## config.mk

```make
export PLATFORM = sky130hd
export DESIGN_NAME = adaptive_frequency_governor_top_flat
export DESIGN_NICKNAME = d
export VERILOG_FILES = /design/src/design/afg_pkg.sv /design/src/design/afg_stream_if.sv /design/src/design/afg_ctrl.sv /design/src/design/afg_dp.sv /design/src/design/adaptive_frequency_governor_top.sv /design/src/flat_wrapper.sv
export SDC_FILE = /design/constraint.sdc
export NUM_CORES = 1
export LEC_CHECK = 0
export BUFFER_PORTS_ARGS = -buffer_cell sky130_fd_sc_hd__buf_2
export CAP_MARGIN = 15
export CELL_PAD_IN_SITES_DETAIL_PLACEMENT = 1
export CELL_PAD_IN_SITES_GLOBAL_PLACEMENT = 2
export CORE_AREA = 5 5 292 294
export DETAILED_ROUTE_END_ITERATION = 16
export DIE_AREA = 0 0 297 299
export PLACE_DENSITY_LB_ADDON = 0.1
export SYNTH_ARGS = -nofsm -noshare
export SYNTH_HDL_FRONTEND = slang
export SYNTH_SLANG_ARGS = --single-unit
```

## constraint.sdc

```tcl
create_clock -name clk -period 10.26 [get_ports clk]
set_input_delay 0 -clock clk [delete_from_list [all_inputs] [get_ports clk]]
set_output_delay 0 -clock clk [all_outputs]
set_load 0.02 [all_outputs]
```

## src/design/afg_pkg.sv

```systemverilog
`timescale 1ns / 1ps
// ----------------------------------------------------------------------------
// afg_pkg
// Shared types and constants of the adaptive frequency governor.
// ----------------------------------------------------------------------------
package afg_pkg;

  localparam int FreqW   = 13;
  localparam int FracW   = 17;
  localparam int IpcW    = 12;
  localparam int KW      = 17;
  localparam int AccW    = 31;
  localparam int ProdW   = 50;
  localparam int MulAW   = 32;
  localparam int MulBW   = 18;
  localparam int CfgIdxW = 2;

  localparam logic [KW-1:0] K_ONE = 17'd65536;
  localparam logic [KW-1:0] K_090 = 17'd58982;
  localparam logic [KW-1:0] K_095 = 17'd62259;
  localparam logic [KW-1:0] K_110 = 17'd72090;

  localparam logic [FracW-1:0] MEM_HIGH = 17'd52428;
  localparam logic [FracW-1:0] HIT_LOW  = 17'd52429;
  localparam logic [IpcW-1:0]  IPC_LOW  = 12'd256;
  localparam logic [IpcW-1:0]  IPC_HIGH = 12'd512;

  localparam logic [FreqW-1:0] RST_MIN   = 13'd800;
  localparam logic [FreqW-1:0] RST_MAX   = 13'd5000;
  localparam logic [FreqW-1:0] RST_FIXED = 13'd2500;
  localparam logic [FreqW-1:0] RST_FREQ  = 13'd2500;

  typedef enum logic [CfgIdxW-1:0] {
    REG_ADAPTIVE = 2'd0,
    REG_MIN      = 2'd1,
    REG_MAX      = 2'd2,
    REG_FIXED    = 2'd3
  } reg_idx_t;

  typedef struct packed {
    logic [FracW-1:0] intensity;
    logic [FracW-1:0] mem_pressure;
    logic [FracW-1:0] hit_rate;
    logic [IpcW-1:0]  instr_per_cycle;
  } sample_t;

  typedef struct packed {
    logic [FreqW-1:0] freq_mhz;
    logic             changed;
    logic [FreqW-1:0] avg_freq_mhz;
  } result_t;

  typedef struct packed {
    logic       load;
    logic       mul_interp;
    logic       mul_scale;
    logic       acc_interp;
    logic       acc_scale;
    logic       finish;
    logic [1:0] step;
  } afg_cmd_t;

  typedef struct packed {
    logic out_free;
  } afg_status_t;

endpackage

```

## src/design/afg_stream_if.sv

```systemverilog
`timescale 1ns / 1ps
// ----------------------------------------------------------------------------
// afg_stream_if
// Valid/ready channel carrying one payload per transfer.
// ----------------------------------------------------------------------------
interface afg_stream_if #(
  parameter type payload_t = logic
);
  logic     valid;
  logic     ready;
  payload_t data;

  modport source (output valid, output data, input ready);
  modport sink   (input valid, input data, output ready);
endinterface

```

## src/design/afg_ctrl.sv

```systemverilog
`timescale 1ns / 1ps
// ----------------------------------------------------------------------------
// afg_ctrl
// Sequencer: interpolation, three scaling passes on the shared multiplier,
// then clamp and state update.
// ----------------------------------------------------------------------------
module afg_ctrl (
  input  logic                clk,
  input  logic                rst,
  input  logic                in_valid,
  output logic                in_ready,
  input  afg_pkg::afg_status_t status,
  output afg_pkg::afg_cmd_t    cmd
);
  import afg_pkg::*;

  typedef enum logic [5:0] {
    S_IDLE   = 6'b000001,
    S_MUL_I  = 6'b000010,
    S_ADD_I  = 6'b000100,
    S_MUL_S  = 6'b001000,
    S_ACC_S  = 6'b010000,
    S_FINISH = 6'b100000
  } state_t;

  state_t     state, state_next;
  logic [1:0] step, step_next;

  assign in_ready = (state == S_IDLE);

  always_comb begin
    state_next     = state;
    step_next      = step;
    cmd            = '0;
    cmd.step       = step;
    unique case (state)
      S_IDLE: begin
        if (in_valid) begin
          cmd.load   = 1'b1;
          state_next = S_MUL_I;
        end
      end
      S_MUL_I: begin
        cmd.mul_interp = 1'b1;
        state_next     = S_ADD_I;
      end
      S_ADD_I: begin
        cmd.acc_interp = 1'b1;
        step_next      = 2'd0;
        state_next     = S_MUL_S;
      end
      S_MUL_S: begin
        cmd.mul_scale = 1'b1;
        state_next    = S_ACC_S;
      end
      S_ACC_S: begin
        cmd.acc_scale = 1'b1;
        if (step == 2'd2) begin
          state_next = S_FINISH;
        end else begin
          step_next  = step + 2'd1;
          state_next = S_MUL_S;
        end
      end
      S_FINISH: begin
        if (status.out_free) begin
          cmd.finish = 1'b1;
          state_next = S_IDLE;
        end
      end
      default: begin
        state_next = S_IDLE;
      end
    endcase
  end

  always_ff @(posedge clk) begin
    if (rst) begin
      state <= S_IDLE;
      step  <= 2'd0;
    end else begin
      state <= state_next;
      step  <= step_next;
    end
  end

endmodule

```

## src/design/afg_dp.sv

```systemverilog
`timescale 1ns / 1ps
// ----------------------------------------------------------------------------
// afg_dp
// Datapath: config registers, shared multiplier, accumulator, clamp,
// frequency state and output register.
// ----------------------------------------------------------------------------
module afg_dp (
  input  logic                                clk,
  input  logic                                rst,
  input  logic                                cfg_we,
  input  logic [afg_pkg::CfgIdxW-1:0]         cfg_index,
  input  logic [afg_pkg::FreqW-1:0]           cfg_data,
  input  afg_pkg::sample_t                    sample_in,
  input  afg_pkg::afg_cmd_t                   cmd,
  output afg_pkg::afg_status_t                status,
  output logic                                out_valid,
  input  logic                                out_ready,
  output afg_pkg::result_t                    out_data
);
  import afg_pkg::*;

  logic             adaptive;
  logic [FreqW-1:0] min_f, max_f, fixed_f;
  logic [FreqW-1:0] cur_freq, avg_freq;

  sample_t                  sample;
  logic [AccW-1:0]          acc;
  logic signed [ProdW-1:0]  prod;

  logic signed [FreqW:0]    diff;
  logic signed [MulAW-1:0]  mult_a;
  logic signed [MulBW-1:0]  mult_b;
  logic signed [ProdW-1:0]  prod_full;
  logic signed [ProdW-1:0]  interp_sum;
  logic [KW-1:0]            k_sel;
  logic [AccW-1:0]          lo_q, hi_q, floor_q;
  logic [FreqW-1:0]         clamp_f, target;
  logic [FreqW:0]           avg_sum;
  logic                     chg;

  // config writes
  always_ff @(posedge clk) begin
    if (rst) begin
      adaptive <= 1'b1;
      min_f    <= RST_MIN;
      max_f    <= RST_MAX;
      fixed_f  <= RST_FIXED;
    end else if (cfg_we) begin
      unique case (reg_idx_t'(cfg_index))
        REG_ADAPTIVE: adaptive <= cfg_data[0];
        REG_MIN:      min_f    <= cfg_data;
        REG_MAX:      max_f    <= cfg_data;
        REG_FIXED:    fixed_f  <= cfg_data;
        default: ;
      endcase
    end
  end

  // scale factor for the current pass
  always_comb begin
    k_sel = K_ONE;
    unique case (cmd.step)
      2'd0: if (sample.mem_pressure > MEM_HIGH) k_sel = K_090;
      2'd1: if (sample.hit_rate < HIT_LOW) k_sel = K_095;
      2'd2: begin
        if (sample.instr_per_cycle < IPC_LOW) begin
          k_sel = K_090;
        end else if (sample.instr_per_cycle > IPC_HIGH) begin
          k_sel = K_110;
        end
      end
      default: k_sel = K_ONE;
    endcase
  end

  assign diff = $signed({1'b0, max_f}) - $signed({1'b0, min_f});

  always_comb begin
    if (cmd.mul_interp) begin
      mult_a = {{(MulAW-FreqW-1){diff[FreqW]}}, diff};
      mult_b = $signed({1'b0, sample.intensity});
    end else begin
      mult_a = $signed({1'b0, acc});
      mult_b = $signed({1'b0, k_sel});
    end
  end

  assign prod_full  = mult_a * mult_b;
  assign interp_sum = $signed({{(ProdW-FreqW-16){1'b0}}, min_f, 16'b0}) + prod;

  // clamp: floor first, then ceiling
  assign lo_q    = {{(AccW-FreqW-16){1'b0}}, min_f, 16'b0};
  assign hi_q    = {{(AccW-FreqW-16){1'b0}}, max_f, 16'b0};
  assign floor_q = (acc < lo_q) ? lo_q : acc;
  assign clamp_f = (floor_q > hi_q) ? max_f : floor_q[FreqW+15:16];
  assign target  = adaptive ? clamp_f : fixed_f;
  assign chg     = (target != cur_freq);
  assign avg_sum = {1'b0, avg_freq} + {1'b0, target};

  always_ff @(posedge clk) begin
    if (cmd.load) begin
      sample <= sample_in;
    end
    if (cmd.mul_interp || cmd.mul_scale) begin
      prod <= prod_full;
    end
    if (cmd.acc_interp) begin
      acc <= interp_sum[ProdW-1] ? '0 : interp_sum[AccW-1:0];
    end else if (cmd.acc_scale) begin
      acc <= prod[AccW+15:16];
    end
  end

  always_ff @(posedge clk) begin
    if (rst) begin
      cur_freq <= RST_FREQ;
      avg_freq <= RST_FREQ;
    end else if (cmd.finish && chg) begin
      cur_freq <= target;
      avg_freq <= avg_sum[FreqW:1];
    end
  end

  // result register
  always_ff @(posedge clk) begin
    if (rst) begin
      out_valid <= 1'b0;
    end else if (cmd.finish) begin
      out_valid <= 1'b1;
    end else if (out_ready) begin
      out_valid <= 1'b0;
    end
  end

  always_ff @(posedge clk) begin
    if (cmd.finish) begin
      out_data.freq_mhz     <= chg ? target : cur_freq;
      out_data.changed      <= chg;
      out_data.avg_freq_mhz <= chg ? avg_sum[FreqW:1] : avg_freq;
    end
  end

  assign status.out_free = !out_valid || out_ready;

endmodule

```

## src/design/adaptive_frequency_governor_top.sv

```systemverilog
`timescale 1ns / 1ps
// ----------------------------------------------------------------------------
// adaptive_frequency_governor_top
// Picks a CPU frequency per workload sample and tracks its running average.
// ----------------------------------------------------------------------------
// One sample is taken per transfer on samples. Its result is valid on results
// once the work steps have run in turn: the interpolation multiply and its
// accumulate, three scaling passes on one shared 32x18 multiplier, each a
// multiply followed by an accumulate, and a clamp and update step. A sample
// is taken only in the idle state, so the next one waits until this result
// has been placed in the output register.
// A waiting result sits in an output register and holds only the clamp and
// update step of the next sample.
// Configuration writes must be made only while no sample is in flight; the
// block itself does not enforce this.
module adaptive_frequency_governor_top (
  input  logic                         clk,
  input  logic                         rst,
  input  logic                         cfg_we,
  input  logic [afg_pkg::CfgIdxW-1:0]  cfg_index,
  input  logic [afg_pkg::FreqW-1:0]    cfg_data,
  afg_stream_if.sink                   samples,
  afg_stream_if.source                 results
);
  import afg_pkg::*;

  afg_cmd_t    cmd;
  afg_status_t status;
  logic        in_ready;
  logic        out_valid;
  result_t     out_data;

  afg_ctrl u_ctrl (
    .clk      (clk),
    .rst      (rst),
    .in_valid (samples.valid),
    .in_ready (in_ready),
    .status   (status),
    .cmd      (cmd)
  );

  afg_dp u_dp (
    .clk       (clk),
    .rst       (rst),
    .cfg_we    (cfg_we),
    .cfg_index (cfg_index),
    .cfg_data  (cfg_data),
    .sample_in (samples.data),
    .cmd       (cmd),
    .status    (status),
    .out_valid (out_valid),
    .out_ready (results.ready),
    .out_data  (out_data)
  );

  assign samples.ready = in_ready;
  assign results.valid = out_valid;
  assign results.data  = out_data;

endmodule
```

## src/flat_wrapper.sv

```systemverilog
// flat-port wrapper written by rule: the top's interface ports become plain ports
module adaptive_frequency_governor_top_flat import afg_pkg::*;
  (clk, rst, cfg_we, cfg_index, cfg_data, samples_valid, samples_data, samples_ready, results_valid, results_data, results_ready);
  afg_stream_if samples_i ();
  afg_stream_if results_i ();
  input  logic clk;
  input  logic rst;
  input  logic cfg_we;
  input  logic [afg_pkg::CfgIdxW-1:0] cfg_index;
  input  logic [afg_pkg::FreqW-1:0] cfg_data;
  input wire logic [$bits(samples_i.valid)-1:0] samples_valid;
  input wire logic [$bits(samples_i.data)-1:0] samples_data;
  output wire logic [$bits(samples_i.ready)-1:0] samples_ready;
  output wire logic [$bits(results_i.valid)-1:0] results_valid;
  output wire logic [$bits(results_i.data)-1:0] results_data;
  input wire logic [$bits(results_i.ready)-1:0] results_ready;
  assign samples_i.valid = samples_valid;
  assign samples_i.data = samples_data;
  assign samples_ready = samples_i.ready;
  assign results_valid = results_i.valid;
  assign results_data = results_i.data;
  assign results_i.ready = results_ready;
  adaptive_frequency_governor_top u_core (.clk(clk), .rst(rst), .cfg_we(cfg_we), .cfg_index(cfg_index), .cfg_data(cfg_data), .samples(samples_i), .results(results_i));
endmodule
```

Yosys cells after proc, flatten, opt, wreduce, memory -nomap -nowiden
Index checks and enable logic that the tools add are counted.
{"block": "classes", "n_mux": 28, "n_eq_ne": 15, "reduce_logical": 14, "n_mul": 1, "n_addsub": 4, "order_cmp": 4}
{"op": "31-bit 2-to-1 mux", "count": 4}
{"op": "30-bit by 50-bit adder with 50-bit output", "count": 1}
{"op": "32-bit by 18-bit multiplier with 50-bit output", "count": 1}
{"op": "13-bit 2-to-1 mux", "count": 3}
{"op": "6-bit one-hot mux with 6 select lines", "count": 1}
{"op": "17-bit 2-to-1 mux", "count": 2}
{"op": "17-bit one-hot mux with 2 select lines", "count": 1}
{"op": "32-bit 2-to-1 mux", "count": 1}
{"op": "31-bit by 29-bit > comparator with 1-bit output", "count": 1}
{"op": "31-bit by 29-bit < comparator with 1-bit output", "count": 1}
{"op": "6-bit 2-to-1 mux", "count": 3}
{"op": "13-bit by 13-bit adder with 14-bit output", "count": 1}
{"op": "13-bit by 13-bit subtractor with 14-bit output", "count": 1}
{"op": "13-bit != test", "count": 1}
{"op": "2-bit AND reduction", "count": 6}
{"op": "1-bit 2-to-1 mux", "count": 11}
{"op": "1-bit by 10-bit > comparator with 1-bit output (second input constant)", "count": 1}
{"op": "1-bit by 9-bit < comparator with 1-bit output (second input constant)", "count": 1}
{"op": "2-bit equality test (second input constant)", "count": 3}
{"op": "6-bit by 1-bit equality test with 1-bit output (second input constant)", "count": 1}
{"op": "6-bit by 2-bit equality test with 1-bit output (second input constant)", "count": 1}
{"op": "6-bit by 3-bit equality test with 1-bit output (second input constant)", "count": 1}
{"op": "6-bit by 4-bit equality test with 1-bit output (second input constant)", "count": 1}
{"op": "6-bit by 5-bit equality test with 1-bit output (second input constant)", "count": 1}
{"op": "other kinds (12)", "count": 17}
{"block": "totals", "wordCells": 79, "in_bits": 21, "register_bits": 158, "out_inout_bits": 3}

Depth between registers and ports, before layout
Gate-level depths: netlist of run 1.
{"block": "depth", "ltp_word": 7, "mapped_depth": 32, "depth_no_buf": 29}

By module
From an unflattened synthesis of run 1, not the netlist that was laid out.
{"block": "unflattened", "hier_cells": 3413, "area_unflattened_um2": 31696.6}
{"module": "afg_dp", "area_per_inst_um2": 31211.2, "seq_area_each_um2": 6476.2, "cells_each": 3360, "n_inst": 1}
{"module": "afg_ctrl", "area_per_inst_um2": 481.7, "seq_area_each_um2": 160.2, "cells_each": 52, "n_inst": 1}
{"module": "adaptive_frequency_governor_top", "area_per_inst_um2": 3.8, "seq_area_each_um2": 0.0, "cells_each": 1, "n_inst": 1}

Least setup slack after synthesis of run 1
No wires, ideal clock.
{"block": "synth_timing", "kind": "reg-to-reg", "start": "register u_core.u_ctrl.state[5]", "end": "register u_core.u_dp.prod[34], data pin", "setup_slack_ns": 2.992, "stages_incl_launch_ff": 30, "period_less_slack_ns": 7.268, "setup_ns": 0.259, "arrival_time_ns": 7.009, "required_ns": 10.001, "n_path_buf": 2, "cell_sequence": "dfxtp_1 nor4_1 nand3b_1 and2_1 clkbuf_1 clkbuf_1 nand2_1 inv_1 ha_1 inv_1 fa_1 fa_1 inv_1 fa_1 fa_1 inv_1 fa_1 inv_1 ha_1 a21o_1 a21oi_1 o221ai_1 a221oi_1 a21boi_0 o31ai_1 a21oi_1 a221o_1 a21o_1 a21oi_1 xnor2_1"}
{"block": "synth_via", "elab_chain_cells": 4, "word_cells_on_any_way": 5, "cone_classes": "mul (1); eq/ne (1); mux (3)"}
{"element": "from (decl)", "line": "afg_ctrl.sv:26", "text": "state_t state, state_next;"}
{"element": "from (signal assigned)", "line": "afg_ctrl.sv:82", "text": "state <= state_next;"}
{"element": "6-bit by 2-bit equality test with 1-bit output *", "line": "afg_ctrl.sv:36", "text": "unique case (state)"}
{"element": "1-bit 2-to-1 mux *", "line": "afg_ctrl.sv:36"}
{"element": "32-bit 2-to-1 mux / 17-bit 2-to-1 mux (equally long branches)", "line": "afg_dp.sv:79", "text": "if (cmd.mul_interp) begin"}
{"element": "32-bit by 18-bit multiplier with 50-bit output *", "line": "afg_dp.sv:88", "text": "assign prod_full = mult_a * mult_b;"}
{"element": "named net u_core.u_dp.prod_full[34]", "line": "afg_dp.sv:33", "text": "logic signed [ProdW-1:0] prod_full;"}
{"element": "to (signal assigned)", "line": "afg_dp.sv:105", "text": "prod <= prod_full;"}
{"element": "to (decl)", "line": "afg_dp.sv:28", "text": "logic signed [ProdW-1:0] prod;"}
The timed path passes the listed nets; every way through them passes the cells marked *.
A chain may end at the register's enable or synchronous reset.

Worst setup path after layout of run 1
Same ends and word-level chain as after synthesis.

==> metrics.csv, run 1 <==
metric,value,unit
Max VDD drop,0.000179,V
largest net degree at the start of global routing,51,
R2R depth,28,
WHS Path Cells,3,
DR WL/cell,21.0,um
cell count after placement,3671,
crit-path most repeated cell,fa_1,
Synth area leader,fa_1,
met3 usage,1.66,%
critical path depth in cells,28,
Max Cap Viol,0,
Seq. cell area,0.00396,mm^2
final worst path period need,8.80,ns
footprint of the multi-input gates,0.0175,mm^2
first-pass GRT wire length,123000,um
Achievable Freq,114,MHz
WS Path Type,reg -> reg,
Final Hold Viols,0,
Worst Setup Start Kind,flip-flop,
min-delay worst type,in -> reg,
CTS tree,yes,
Slew headroom,31.7,%
layout cells sized above 1,4.09,%
# clock sinks,157,
met2 GRT Util,31.7,%
# rows,106,
synthesized area per cell,9.52,um^2
#FFs+latches synth,157,
dominant synthesized flop cell,edfxtp_1,
Die ar.,0.0888,mm^2
placed cell area,0.0260,mm^2
I/O Pins,24,
Final Setup Violations,0,
aggregate global routing overflow,0,
clk buf depth,2,
Synth-to-Final Area Change,9.19,%
Routed WL,78300,um
CP Capture Type,flip-flop,
M1 GR Usage,24.7,%
Post-synth EDFFs,82,
crit path max fanout,32,
Initial Util,29.6,%
Final ANT Viol Nets,0,
Port Buffers,22,
Leakage,13.2,nW
status,"complete, no violations",
unrepaired setup endpoints after global routing,false,
R2R setup slack,1.46,ns
"Slew Viols, Final",0,
register area share after synthesis,16.2,%
first-pass iteration count of the detailed router,5,
synth unique cells,76,
Synth Cell Area,0.0244,mm^2
die height,299,um
drt drc,0,
CTS H-tree lvls,4,
post-route insts no fill,3723,
DP Wirelength,68000,um
worst skew pair latency,0.44,ns
Worst-Margin Slew,1.02,ns
Synth area leaders,"fa_1 34%, ha_1 14%, inv_1 12%, edfxtp_1 10%, dfxtp_1 6.1%",
"commonest non-fill, non-tap cell in the layout",inv_1,
Fillers,9528,
Required @ worst endpoint,10.45,ns
"slowest stage delay, CP",0.55,ns
Final TNS setup,0,ns
nets@finish,3334,
crit path buf inv count,7,
Cell Pwr Density,117,mW/mm^2
CTS buffer count,17,
global route hottest layer,met2,
routability cong.,0.830,
Root Buffer,clkbuf_16,
most frequent cells in the layout,"763 x inv_1, 419 x fa_1, 267 x ha_1",
Die Wd,297,um
drt via density,4.62,
post-route cell area,0.0267,mm^2
clk_skew,0.0137,ns
critical path's slowest cell,fa_1,
core box area,0.0826,mm^2
CP top delay family,adder cells,
Yosys top cell area share,34.3,%
Iter 0 DRT Violations,644,
post_cts resized,0,
Critical Path AT,8.99,ns
fin crit share,85.8,%
Syn Inst Count,2568,
vias in the first global route,19700,
initial antenna violation count,4,
Total Routing Usage GR,18.0,%
Vias,17200,
Synthesis Warnings,0,
ys async rst share,0,%
clk slew on worst S/H paths,0.07,ns
==> cell type report <==
type	count	share of cell area, %
timing repair buffer	59	1.61
antenna	3	0.0281
inverter	765	10.8
clock buffer	19	1.62
multi-input combinational	1627	65.6
clock inverter	13	0.450
tap	1080	5.06
sequential	157	14.8
==> cell families (layout without fill, tap and decap cells) <==
family	after synthesis	in the layout	synth area share [%]
adders and majority gates	686	686	48.0
and+or+nand+nor	449	449	9.04
other	2	37	0.0307
muxes	39	39	1.74
xor gates and xnor gates	96	96	3.44
DFF	157	157	16.2
AOI/OAI and AO/OA	323	323	8.90
buffers and inverters	816	856	12.7
==> stage by stage <==
| step | utilization, % | setup WS (ns) | hold slack [ns] | total power [mW] |
|---|---|---|---|---|
| after floorplan | - | 2.99 | 0.124 | 2.10 |
| after global placement | 31.4 | 1.55 | 0.274 | 2.47 |
| after detailed placement | 31.4 | 1.43 | 0.281 | 2.51 |
| after CTS | 32.3 | 1.40 | 0.0394 | 3.15 |
| after global routing | 32.3 | 0.941 | 0.0553 | 3.44 |
| final | 32.3 | 1.46 | 0.0599 | 3.12 |
==> worst reg2reg max path: cells and delay by family, from the launching register on <==
kind                       cells  cell delay (ns)
AOI/OAI and AO/OA              9             2.33
DFF                            1             0.34
xor gates and xnor gates       1             0.09
and+or+nand+nor                4             1.39
buffers and inverters          7             1.13
adders and majority gates      7             3.28
==> final timing paths <==
| check | startpoint | endpoint |
|---|---|---|
| setup reg to reg | u_core.u_ctrl.state[5] | u_core.u_dp.prod[34] |
| setup / recovery | u_core.u_ctrl.state[5] | u_core.u_dp.prod[34] |
| hold reg to reg | u_core.u_dp.avg_freq[12] | u_core.u_dp.avg_freq[12] |
| hold / removal | cfg_we | u_core.u_dp.adaptive |
==> sequential cells by signal, summed over array words and instances (netlist names) <==
register / flops
u_core.u_dp.out_data: 1
u_core.u_ctrl.step: 2
u_core.u_ctrl.state: 6
u_core.u_dp.max_f: 13
u_core.u_dp.prod: 50
u_core.u_dp.min_f: 13
u_core.u_dp.avg_freq: 13
u_core.u_dp.out_valid: 1
u_core.u_dp.fixed_f: 13
u_core.u_dp.adaptive: 1
u_core.u_dp.cur_freq: 13
u_core.u_dp.acc: 31
==> cells in the mapped netlist (42+ instances only) <==
master	instances
clkbuf_1	42
edfxtp_1	82
nor2_1	68
and3_1	69
a21oi_1	92
nand2_1	167
inv_1	764
ha_1	267
xnor2_1	68
dfxtp_1	75
fa_1	419
o21ai_0	54
==> power breakdown <==
group	switching, mW	internal [mW]
clock	0.282	0.335
combinational	0.960	0.746
sequential	0.0235	0.778
==> what timing repair did <==
action,CTS,global route
setup buffers,0,0
endpoints found under the setup margin,0,0
endpoints found under the hold margin,45,0
hold buffers,17,0
==> routing by layer <==
| metal | up-vias | part of all wire (%) |
|---|---|---|
| met3 | 57 | 2.2 |
| met2 | 175 | 49 |
| met1 | 8890 | 47 |
| met5 | - | 0 |
| met4 | 0 | 1.4 |
| li1 | 8068 | - |
Note: power is estimated with default switching activity, not from simulation.
==> run 2: changes to the inputs <==
==> constraint.sdc (replaced) <==
create_clock -name clk -period 10.7 [get_ports clk]
set_input_delay 0 -clock clk [delete_from_list [all_inputs] [get_ports clk]]
set_output_delay 0 -clock clk [all_outputs]
set_load 0.02 [all_outputs]
==> run 2 against run 1 <==
  * Sequential power is 4.2% lower
  * Worst setup slack better by 0.59 ns
  * Register-to-register slack better by 0.59 ns
  * Critical path type unchanged
  * Sequential share of layout area is essentially flat
  * Combinational power shrank 4%
==> metrics.csv, run 2 (synthesis gave the netlist of run 1 again) <==
metric,value,unit
# clock sinks,157,
vias in the first global route,19700,
Root Buffer,clkbuf_16,
Achievable Freq,116,MHz
post-layout util,32.3,%
final worst path period need,8.65,ns
WS Path Type,reg -> reg,
largest reg by FF count,u_core.u_dp.prod,
largest net degree at the start of global routing,51,
clk_skew,0.0160,ns
nets@finish,3332,
first-pass GRT wire length,122000,um
"Slew Viols, Final",0,
routability cong.,0.838,
CTS buffer count,17,
Final Setup Violations,0,
Max Cap Viol,0,
layout cells sized above 1,3.90,%
Routed WL,77600,um
Die ar.,0.0888,mm^2
Port Buffers,22,
Critical Path AT,8.83,ns
DP Wirelength,67600,um
drt drc,0,
core box area,0.0826,mm^2
max reg flops,50,
Final ANT Viol Nets,0,
Final TNS setup,0,ns
die height,299,um
most frequent cells in the layout,"763 x inv_1, 419 x fa_1, 267 x ha_1",
crit path max fanout,35,
drt via density,4.62,
clk buf depth,2,
CTS tree,yes,
biggest regs,"u_core.u_dp.prod (50), u_core.u_dp.acc (31)",
Slew headroom,24.5,%
first-pass iteration count of the detailed router,5,
min-delay worst type,in -> reg,
Die Wd,297,um
Max VDD drop,0.000152,V
CTS H-tree lvls,4,
Iter 0 DRT Violations,665,
CP Capture Type,flip-flop,
Leakage,13.3,nW
fin crit share,80.8,%
status,"complete, no violations",
Synth-to-Final Area Change,9.33,%
unrepaired setup endpoints after global routing,false,
# rows,106,
aggregate global routing overflow,0,
critical path's slowest cell,fa_1,
post_cts resized,0,
Required @ worst endpoint,10.88,ns
Initial Util,29.6,%
Worst-Margin Slew,1.13,ns
"commonest non-fill, non-tap cell in the layout",inv_1,
worst skew pair latency,0.44,ns
Worst Setup Start Kind,flip-flop,
Vias,17200,
I/O Pins,24,
Total Routing Usage GR,17.8,%
DR WL/cell,20.9,um
clk slew on worst S/H paths,0.07,ns
initial antenna violation count,1,
Final Hold Viols,0,
Cell Pwr Density,115,mW/mm^2
"slowest stage delay, CP",0.61,ns
[run 2: cell types whose count changed in the layout (fill, tap and decap cells not counted), sizes merged]
cell	before	now
clkinv	9	5
buf	42	40
bufinv	1	4
clkinvlp	3	4
inv	765	764
clkbuf	19	20
diode	3	1
[run 2: worst paths after layout]
path                       startpoint                        to  slack (ns)  cells after the start
max reg2reg    u_core.u_ctrl.state[5]      u_core.u_dp.prod[34]        2.05                     28
min                            cfg_we      u_core.u_dp.adaptive        0.04                      3
min reg2reg  u_core.u_dp.avg_freq[12]  u_core.u_dp.avg_freq[12]        0.47                      2
max            u_core.u_ctrl.state[5]      u_core.u_dp.prod[34]        2.05                     28
[run 2: metal layers]
metal	share of wire, %	global-route usage [%]
met4	0.58	1.78
met2	50	32.0
met1	48	24.7
met3	1.9	1.13
met5	0	0
[run 2: worst max-delay path, delay by kind of cell (launching register included)]
| family | cells | cell delay [ns] |
|---|---|---|
| fa+ha+maj | 7 | 3.30 |
| compound gates | 10 | 2.47 |
| simple gates | 4 | 1.47 |
| buf+inv | 6 | 0.67 |
| flops | 1 | 0.34 |
| xor+xnor | 1 | 0.10 |
[run 2: metrics by stage]
step / instances / setup slack (ns) / hold slack [ns] / area (um^2) / power (mW)
floorplan: 2600 / 3.43 / 0.124 / 24600 / 2.01
CTS: 3718 / 1.99 / 0.0280 / 26700 / 3.09
detailed placement: 3669 / 2.01 / 0.283 / 25900 / 2.42
finish: 3719 / 2.05 / 0.0404 / 26700 / 3.07
global placement: 3669 / 2.10 / 0.273 / 25900 / 2.38
global route: 3718 / 1.56 / 0.0613 / 26700 / 3.36
[run 2: area by class of cell]
type	count	area (um^2)
diodes	1	2.50
clock buffers	20	437
clock inverters	12	170
fillers	9506	55900
inverters	765	2870
multi-input cells	1627	17500
flip-flops and latches	157	3960
well taps	1080	1350
repair buffers	57	415
[run 2: power by group]
part | internal [mW] | switching, mW
combinational | 0.716 | 0.928
sequential | 0.746 | 0.0219
clock | 0.389 | 0.267
[run 2: what timing repair did]
item	CTS	global route
endpoints found under the setup margin	0	0
hold buffers	17	0
endpoints found under the hold margin	43	0
setup buffers	0	0
